## src/rtl/cau_step.sv

```systemverilog
// ----------------------------------------------------------------------------
// Complex arithmetic unit iteration stage
// One registered step of two restoring divisions sharing a divisor and one
// digit of an integer square root, with pass-through side information.
// ----------------------------------------------------------------------------
module cau_step #(
    parameter int W      = 32,
    parameter int SIDE_W = 75
) (
    input  logic              i_clk,
    input  logic              i_rst_n,
    input  logic              i_en,
    input  logic              i_valid,
    input  logic [2*W:0]      i_d,
    input  logic [2*W:0]      i_rem_r,
    input  logic [W-1:0]      i_low_r,
    input  logic [2*W:0]      i_rem_i,
    input  logic [W-1:0]      i_low_i,
    input  logic [W+1:0]      i_srem,
    input  logic [W-1:0]      i_sy,
    input  logic [2*W-1:0]    i_sm,
    input  logic [SIDE_W-1:0] i_side,
    output logic              o_valid,
    output logic [2*W:0]      o_d,
    output logic [2*W:0]      o_rem_r,
    output logic [W-1:0]      o_low_r,
    output logic [2*W:0]      o_rem_i,
    output logic [W-1:0]      o_low_i,
    output logic [W+1:0]      o_srem,
    output logic [W-1:0]      o_sy,
    output logic [2*W-1:0]    o_sm,
    output logic [SIDE_W-1:0] o_side
);
    localparam int DW = 2*W + 1;
    localparam int SW = W + 2;

    logic [DW:0]   sh_r, sh_i;
    logic          ge_r, ge_i, ge_s;
    logic [SW+1:0] sh_s, trial_s;

    logic [DW-1:0] n_rem_r, n_rem_i;
    logic [W-1:0]  n_low_r, n_low_i, n_sy;
    logic [SW-1:0] n_srem;

    logic              r_valid;
    logic [DW-1:0]     r_d, r_rem_r, r_rem_i;
    logic [W-1:0]      r_low_r, r_low_i, r_sy;
    logic [SW-1:0]     r_srem;
    logic [2*W-1:0]    r_sm;
    logic [SIDE_W-1:0] r_side;

    // Shift one dividend bit into each remainder and subtract the divisor if it fits.
    always_comb begin
        sh_r    = {i_rem_r, i_low_r[W-1]};
        sh_i    = {i_rem_i, i_low_i[W-1]};
        ge_r    = sh_r >= {1'b0, i_d};
        ge_i    = sh_i >= {1'b0, i_d};
        n_rem_r = ge_r ? DW'(sh_r - {1'b0, i_d}) : DW'(sh_r);
        n_rem_i = ge_i ? DW'(sh_i - {1'b0, i_d}) : DW'(sh_i);
        n_low_r = {i_low_r[W-2:0], ge_r};
        n_low_i = {i_low_i[W-2:0], ge_i};
    end

    // Square root digit: bring in two radicand bits and try 4*root + 1.
    always_comb begin
        sh_s    = {i_srem, i_sm[2*W-1:2*W-2]};
        trial_s = {2'b00, i_sy, 2'b01};
        ge_s    = sh_s >= trial_s;
        n_srem  = ge_s ? SW'(sh_s - trial_s) : SW'(sh_s);
        n_sy    = {i_sy[W-2:0], ge_s};
    end

    always_ff @(posedge i_clk) begin
        if (!i_rst_n) begin
            r_valid <= 1'b0;
        end else if (i_en) begin
            r_valid <= i_valid;
        end
    end

    always_ff @(posedge i_clk) begin
        if (i_en) begin
            r_d     <= i_d;
            r_rem_r <= n_rem_r;
            r_low_r <= n_low_r;
            r_rem_i <= n_rem_i;
            r_low_i <= n_low_i;
            r_srem  <= n_srem;
            r_sy    <= n_sy;
            r_sm    <= {i_sm[2*W-3:0], 2'b00};
            r_side  <= i_side;
        end
    end

    assign o_valid = r_valid;
    assign o_d     = r_d;
    assign o_rem_r = r_rem_r;
    assign o_low_r = r_low_r;
    assign o_rem_i = r_rem_i;
    assign o_low_i = r_low_i;
    assign o_srem  = r_srem;
    assign o_sy    = r_sy;
    assign o_sm    = r_sm;
    assign o_side  = r_side;

endmodule
```

## config.mk

```make
export PLATFORM = sky130hd
export DESIGN_NAME = cau_step
export DESIGN_NICKNAME = d
export VERILOG_FILES = /design/src/rtl/cau_step.sv
export SDC_FILE = /design/constraint.sdc
export NUM_CORES = 1
export LEC_CHECK = 0
export BUFFER_PORTS_ARGS = -buffer_cell sky130_fd_sc_hd__buf_4
export CORE_AREA = 4 4 361 363
export DETAILED_ROUTE_END_ITERATION = 8
export DIE_AREA = 0 0 365 367
export PLACE_DENSITY = 0.49
export SLEW_MARGIN = 40
export SYNTH_ARGS = -nofsm -noshare
export SYNTH_HDL_FRONTEND = slang
export SYNTH_SLANG_ARGS = --single-unit
```

## constraint.sdc

```tcl
create_clock -name i_clk -period 5.15 [get_ports i_clk]
set_clock_uncertainty 0.05 [all_clocks]
set_input_delay 1.545 -clock i_clk [delete_from_list [all_inputs] [get_ports i_clk]]
set_output_delay 1.545 -clock i_clk [all_outputs]
set_load 0.02 [all_outputs]
```

### Yosys cells after proc, flatten, opt, wreduce, memory -nomap -nowiden

Cells that the tools add are included.

* register bits after elaboration: 463
* bits in latches: 0
* RAM bits: 0
* bits in read-only memories: 0
* input port bits: 468
* output and inout port bits: 465
* logic and storage cells: 19
* memories kept: 0

* add/sub/neg operators: 3
* multiply operators: 0
* divide/modulo/power cells: 0
* $lt $le $gt $ge: 3
* eq/ne operators: 0
* shift-type cells: 0
* mux-type cells: 3
* bitwise logic cells: 0
* reductions and logical operators: 0

Operators with widths (count)
* greater-or-equal comparator 66 x 65 -> 1 bit: 2
* two-way mux 65 bit: 2
* subtractor 65 bit: 2
* greater-or-equal comparator 36 x 34 -> 1 bit: 1
* two-way mux 34 bit: 1
* subtractor 34 bit: 1

### Logic depth before layout (Yosys ltp)

* depth after elaboration: 2
* depth in mapped cells: 19
* mapped depth without buffers: 16

### Worst setup path after synthesis

Ideal clock, no wire load.

* path type: input to register
* from: in i_low_i[31]
* to: reg r_rem_i[13], in the netlist o_rem_i[13], data pin
* setup time: 0.260 ns
* arrival: 4.654 ns
* data required time: 4.840 ns
* path slack: 0.186 ns
* stages: 16
* path buffers: 1
* cells stage by stage: inv_1 ha_1 inv_1 fa_1 a21oi_1 o211ai_2 a211oi_2 o21ai_1 o31ai_2 a31oi_1 nor3b_2 o21ai_2 a211oi_4 o41ai_4 buf_6 mux2_4

* longest elaborated chain between the ends: 2

Ends and longest elaborated chain
* start, declared: line 18 `input logic [W-1:0] i_low_i,`
* subtractor 65 bit / greater-or-equal comparator 66 x 65 -> 1 bit (equally long branches): line 59, 57
* two-way mux 65 bit (*): line 59 `n_rem_i = ge_i ? DW'(sh_i - {1'b0, i_d}) : DW'(sh_i);`
* net n_rem_i[13]: line 41 `logic [DW-1:0] n_rem_r, n_rem_i;`
* end signal, assigned: line 86 `r_rem_i <= n_rem_i;`
* end, declared: line 46 `logic [DW-1:0] r_d, r_rem_r, r_rem_i;`

Mark *: on every way through the listed nets, which the timed path passes. The rest lies on a longest branch.
A chain may end at the register's enable or synchronous reset.

### Worst setup path after layout

* from: in i_d[0]
* to: reg r_rem_r[19], in the netlist o_rem_r[19], data pin

* longest elaborated chain between the ends: 2

Ends and longest elaborated chain
* start, declared: line 14 `input logic [2*W:0] i_d,`
* subtractor 65 bit / greater-or-equal comparator 66 x 65 -> 1 bit (equally long branches): line 58, 56
* two-way mux 65 bit (*): line 58 `n_rem_r = ge_r ? DW'(sh_r - {1'b0, i_d}) : DW'(sh_r);`
* net n_rem_r[19]: line 41
* end signal, assigned: line 84 `r_rem_r <= n_rem_r;`
* end, declared: line 46

Marked as above.

==> flow_results.xml <==
<?xml version="1.0" encoding="UTF-8"?>
<metrics>
  <group name="setup_path">
    <metric name="worst_ep_arrival_time" unit="ns">5.40</metric>
    <metric name="worst_path_most_repeated_cell" unit="">sky130_fd_sc_hd__buf_4</metric>
    <metric name="setup.worst_path.class" unit="">input pin to flop</metric>
    <metric name="r2r_slack" unit="ns">4.51</metric>
    <metric name="critical-path-slowest-cell" unit="">sky130_fd_sc_hd__or4_4</metric>
    <metric name="critPathCapture" unit="">o_rem_r[19]$_DFFE_PP_</metric>
    <metric name="worstRegToRegCells" unit="">2</metric>
    <metric name="r2r_end" unit="">o_valid$_SDFFE_PN0P_</metric>
    <metric name="critical-path-top-delay-family" unit="">compound AO/OA/AOI/OAI gates</metric>
    <metric name="timing.critical_path.from_type" unit="">input pin</metric>
    <metric name="crit_chain" unit="">buf_4 &gt; buf_4 &gt; ha_2 &gt; inv_1 &gt; fa_1 &gt; a21oi_1 &gt; buf_4 &gt; o32ai_2 &gt; or4_4 &gt; a21o_1 &gt; o2111ai_2 &gt; buf_4 &gt; a21boi_2 &gt; o31ai_2 &gt; a21oi_2 &gt; nor2b_4 &gt; o41a_2 &gt; buf_12 &gt; mux2_1</metric>
    <metric name="required_time_at_the_endpoint_of_the_critical_path" unit="ns">5.49</metric>
    <metric name="critical_path.endpoint_type" unit="">flop</metric>
    <metric name="critPathBufInv" unit="">6</metric>
    <metric name="crit-reg2reg-launch" unit="">o_valid$_SDFFE_PN0P_</metric>
    <metric name="cp_max_fo" unit="">19</metric>
    <metric name="crit_cells" unit="">19</metric>
    <metric name="worst_setup_path_startpoint" unit="">i_d[0]</metric>
    <metric name="timing.critical_path.slowest_cell_delay" unit="ns">0.44</metric>
  </group>
  <group name="sta">
    <metric name="final.min_clock_period" unit="ns">5.07</metric>
    <metric name="setup_ws" unit="ns">0.0840</metric>
    <metric name="max_freq" unit="MHz">197</metric>
    <metric name="final-max-slew-violation-count" unit="">0</metric>
    <metric name="report.final.hold_viol_count" unit="">0</metric>
    <metric name="timing.slew.headroom" unit="%">52.9</metric>
    <metric name="tightestPinTransition" unit="ns">0.707</metric>
    <metric name="post-route-period-util" unit="%">98.4</metric>
    <metric name="fin_setup_tns" unit="ns">0</metric>
    <metric name="finalSetupViolations" unit="">0</metric>
    <metric name="rsz0062_at_grt" unit="">true</metric>
  </group>
  <group name="status">
    <metric name="status" unit="">finished, final reports clean</metric>
  </group>
  <group name="placed_design">
    <metric name="port_buffers" unit="">930</metric>
    <metric name="dpl.cell_count" unit="">5027</metric>
    <metric name="worst_setup_slack_before_clock_tree_synthesis" unit="ns">-0.967</metric>
    <metric name="gpl.final_weighted_congestion" unit="">0.962</metric>
    <metric name="post_dp_cell_area" unit="um2">36600</metric>
    <metric name="hpwlAfterDp" unit="um">119000</metric>
  </group>
  <group name="drt">
    <metric name="via_count" unit="">23100</metric>
    <metric name="postRouteWirelength" unit="um">139000</metric>
    <metric name="routed_wire_length_per_instance" unit="um">26.9</metric>
    <metric name="drc" unit="">0</metric>
    <metric name="drt_iter0_markers" unit="">1718</metric>
    <metric name="post_drt_via_cell_ratio" unit="">4.48</metric>
    <metric name="postRouteAntennaNets" unit="">0</metric>
    <metric name="detail_route.first_pass.iterations" unit="">6</metric>
  </group>
  <group name="floorplanning">
    <metric name="ios" unit="">933</metric>
    <metric name="coreArea" unit="um2">127000</metric>
    <metric name="area_of_the_die" unit="um2">134000</metric>
    <metric name="rows" unit="">131</metric>
    <metric name="height_of_the_chip" unit="um">367</metric>
    <metric name="initial_utilization" unit="%">20.0</metric>
    <metric name="die_width" unit="um">365</metric>
  </group>
  <group name="yosys">
    <metric name="ys_top_cells_by_count" unit="">462 x sky130_fd_sc_hd__edfxtp_1, 189 x sky130_fd_sc_hd__a21oi_1, 181 x sky130_fd_sc_hd__nand2_1, 164 x sky130_fd_sc_hd__ha_1, 150 x sky130_fd_sc_hd__inv_1</metric>
    <metric name="average_instance_area_after_synthesis" unit="um2">11.5</metric>
    <metric name="synth_top_cell_area_share" unit="%">54.6</metric>
    <metric name="synth.ff_latch_count" unit="">463</metric>
    <metric name="synth_area_leaders" unit="">sky130_fd_sc_hd__edfxtp_1 55%, sky130_fd_sc_hd__ha_1 8.1%, sky130_fd_sc_hd__a21oi_1 3.7%</metric>
    <metric name="post_synth_arst_share" unit="%">0</metric>
    <metric name="synth_edf_count" unit="">462</metric>
    <metric name="ys.warnings.count" unit="">0</metric>
    <metric name="syn-instance-count" unit="">2205</metric>
    <metric name="synth.most_common_cell" unit="">sky130_fd_sc_hd__edfxtp_1</metric>
    <metric name="mappedNetlistArea" unit="um2">25400</metric>
    <metric name="yosys_most_used_dff" unit="">sky130_fd_sc_hd__edfxtp_1</metric>
    <metric name="synthDistinctLibCells" unit="">81</metric>
    <metric name="synth_area_leader_cell" unit="">sky130_fd_sc_hd__edfxtp_1</metric>
    <metric name="synth.yosys.seq_area_share" unit="%">54.6</metric>
  </group>
  <group name="worst_hold_path">
    <metric name="hold_path.class" unit="">flop to flop</metric>
    <metric name="worstHoldPathCells" unit="">2</metric>
  </group>
  <group name="final_layout">
    <metric name="final_area" unit="um2">38800</metric>
    <metric name="finish.cell_count_without_fillers" unit="">5157</metric>
    <metric name="drive_above_1_share" unit="%">41.6</metric>
    <metric name="fillers" unit="">13300</metric>
    <metric name="design.final.nets" unit="">4066</metric>
    <metric name="area_growth_syn_to_layout" unit="%">52.4</metric>
  </group>
  <group name="job">
    <metric name="max_cap_violations" unit="">0</metric>
  </group>
  <group name="clocking">
    <metric name="cts-buffers-inserted" unit="">59</metric>
    <metric name="insertion_delay" unit="ns">0.67</metric>
    <metric name="cts.hold.buffers_added" unit="">0</metric>
    <metric name="cts_sinks" unit="">463</metric>
    <metric name="cts.htree.levels" unit="">2</metric>
    <metric name="clk_transition_reported_paths" unit="ns">0.06</metric>
    <metric name="cts_tree" unit="">built</metric>
    <metric name="maximum_number_of_buffers_from_clock_root_to_sink" unit="">3</metric>
    <metric name="clk_root_buffer_cell" unit="">sky130_fd_sc_hd__clkbuf_16</metric>
  </group>
  <group name="grt">
    <metric name="first_global_vias" unit="">22800</metric>
    <metric name="grt_antenna_before_repair" unit="">53</metric>
    <metric name="grt_util_all_layers" unit="%">19.7</metric>
    <metric name="grt_use_met2" unit="%">33.8</metric>
    <metric name="top_usage_layer" unit="">met2</metric>
    <metric name="globalRouteMet3Util" unit="%">6.37</metric>
    <metric name="largest_net_degree_at_the_start_of_global_routing" unit="">83</metric>
    <metric name="gr-total-overflow" unit="">0</metric>
    <metric name="first_pass_grt_wire_length" unit="um">185000</metric>
    <metric name="use_met1" unit="%">22.3</metric>
  </group>
  <group name="power_and_ir_drop">
    <metric name="vdd_ir_drop_max" unit="uV">235</metric>
    <metric name="totalPowerFinal" unit="mW">13.1</metric>
    <metric name="power.density" unit="nW/um2">338</metric>
    <metric name="power.static_leakage" unit="nW">16.9</metric>
  </group>
</metrics>
-- area by class of cell --
cell class                      instances  area [um2]  share of cell area, %
Antenna cell                           14        35.0                 0.0904
Clock buffer                           64        1500                   3.86
Clock inverter                         46         505                   1.30
Inverter                              151         567                   1.46
Multi-Input combinational cell       1506       10600                   27.4
Sequential cell                       463       13900                   35.9
Tap cell                             1662        2080                   5.37
Timing Repair Buffer                 1251        9550                   24.7
-- kinds of logic after synthesis --
kind of cell	share of synthesized area (%)
compound gates	16.5
simple gates	9.10
flops	54.6
buf+inv	3.98
fa+ha+maj	8.23
xor+xnor	5.30
mux	2.25
other cells	0.0147
-- flip-flops by register name, indices dropped and copies added, names as in the netlist --
name and flops:
o_sm 62, o_valid 1, o_d 65, o_side 75, o_sy 32, o_low_r 32
o_rem_i 65, o_srem 34, o_rem_r 65, o_low_i 32
-- cells in the final DEF, fill, tap and decap left out, types with 6 or more instances in the layout --
| cell | count |
|---|---|
| sky130_fd_sc_hd__a21oi_1 | 187 |
| sky130_fd_sc_hd__nand4_1 | 46 |
| sky130_fd_sc_hd__a21oi_2 | 53 |
| sky130_fd_sc_hd__nor2_1 | 124 |
| sky130_fd_sc_hd__buf_4 | 1237 |
| sky130_fd_sc_hd__o211ai_1 | 9 |
| sky130_fd_sc_hd__mux2_4 | 12 |
| sky130_fd_sc_hd__edfxtp_1 | 462 |
| sky130_fd_sc_hd__and4_1 | 6 |
| sky130_fd_sc_hd__and2_1 | 11 |
| sky130_fd_sc_hd__o221ai_1 | 6 |
| sky130_fd_sc_hd__nand2b_1 | 17 |
| sky130_fd_sc_hd__a31oi_1 | 15 |
| sky130_fd_sc_hd__o31ai_1 | 6 |
| sky130_fd_sc_hd__nor2b_1 | 11 |
| sky130_fd_sc_hd__clkinv_1 | 10 |
| sky130_fd_sc_hd__and3_1 | 13 |
| sky130_fd_sc_hd__o21ai_0 | 120 |
| sky130_fd_sc_hd__clkinvlp_4 | 9 |
| sky130_fd_sc_hd__inv_1 | 150 |
| sky130_fd_sc_hd__xnor2_1 | 101 |
| sky130_fd_sc_hd__clkinv_2 | 13 |
| sky130_fd_sc_hd__o21ai_1 | 41 |
| sky130_fd_sc_hd__or3_1 | 7 |
| sky130_fd_sc_hd__buf_12 | 12 |
| sky130_fd_sc_hd__diode_2 | 14 |
| sky130_fd_sc_hd__a211oi_1 | 7 |
| sky130_fd_sc_hd__clkbuf_16 | 59 |
| sky130_fd_sc_hd__mux2_1 | 34 |
| sky130_fd_sc_hd__nand2_1 | 181 |
| sky130_fd_sc_hd__nand3_1 | 33 |
| sky130_fd_sc_hd__o21bai_1 | 33 |
| sky130_fd_sc_hd__o21a_1 | 22 |
| sky130_fd_sc_hd__ha_1 | 162 |
| sky130_fd_sc_hd__bufinv_16 | 8 |
| sky130_fd_sc_hd__a21o_1 | 84 |
| sky130_fd_sc_hd__xor2_1 | 52 |
| sky130_fd_sc_hd__nor3_1 | 20 |
-- stage by stage --
| step | hold WS [ns] | util [%] |
|---|---|---|
| floorplan | 0.539 | - |
| global placement | 0.458 | 28.8 |
| detailed placement | 0.473 | 28.8 |
| CTS | 0.483 | 30.4 |
| global route | 0.528 | 30.5 |
| finish | 0.484 | 30.5 |
-- power by group --
| group | switching (mW) | internal [mW] | total, mW |
|---|---|---|---|
| logic | 2.26 | 1.67 | 3.93 |
| registers | 0.167 | 4.67 | 4.84 |
| clock network | 1.83 | 2.51 | 4.34 |
-- timing repair --
| action | CTS | global route |
|---|---|---|
| hold endpoints to repair | 0 | 0 |
| pin swaps | 2 | 7 |
| setup buffers | 1 | 5 |
| setup endpoints to repair | 86 | 130 |
| gates resized for setup | 3 | 14 |
-- worst min path at each step --
| stage | from | end | slack [ns] |
|---|---|---|---|
| finish | o_valid$_SDFFE_PN0P_ | o_valid$_SDFFE_PN0P_ | 0.48 |
| global route | o_valid$_SDFFE_PN0P_ | o_valid$_SDFFE_PN0P_ | 0.53 |
| CTS | o_valid$_SDFFE_PN0P_ | o_valid$_SDFFE_PN0P_ | 0.48 |
| detailed placement | o_valid$_SDFFE_PN0P_ | o_valid$_SDFFE_PN0P_ | 0.47 |
| global placement | o_valid$_SDFFE_PN0P_ | o_valid$_SDFFE_PN0P_ | 0.46 |
| floorplan | o_valid$_SDFFE_PN0P_ | o_valid$_SDFFE_PN0P_ | 0.54 |
-- metal layers --
metal | part of all wire (%) | routed length (um)
met4 | 5.0 | 7000
met5 | 0.15 | 203
met1 | 37 | 51700
met3 | 9.5 | 13200
met2 | 48 | 66800
-- tightest hold or removal path: stages, from the launching register on --
cell,delay [ns]
sky130_fd_sc_hd__dfxtp_1,0.31
sky130_fd_sc_hd__mux2i_1,0.12
sky130_fd_sc_hd__nor2b_1,0.06
Note: power is estimated with default switching activity, not from simulation.
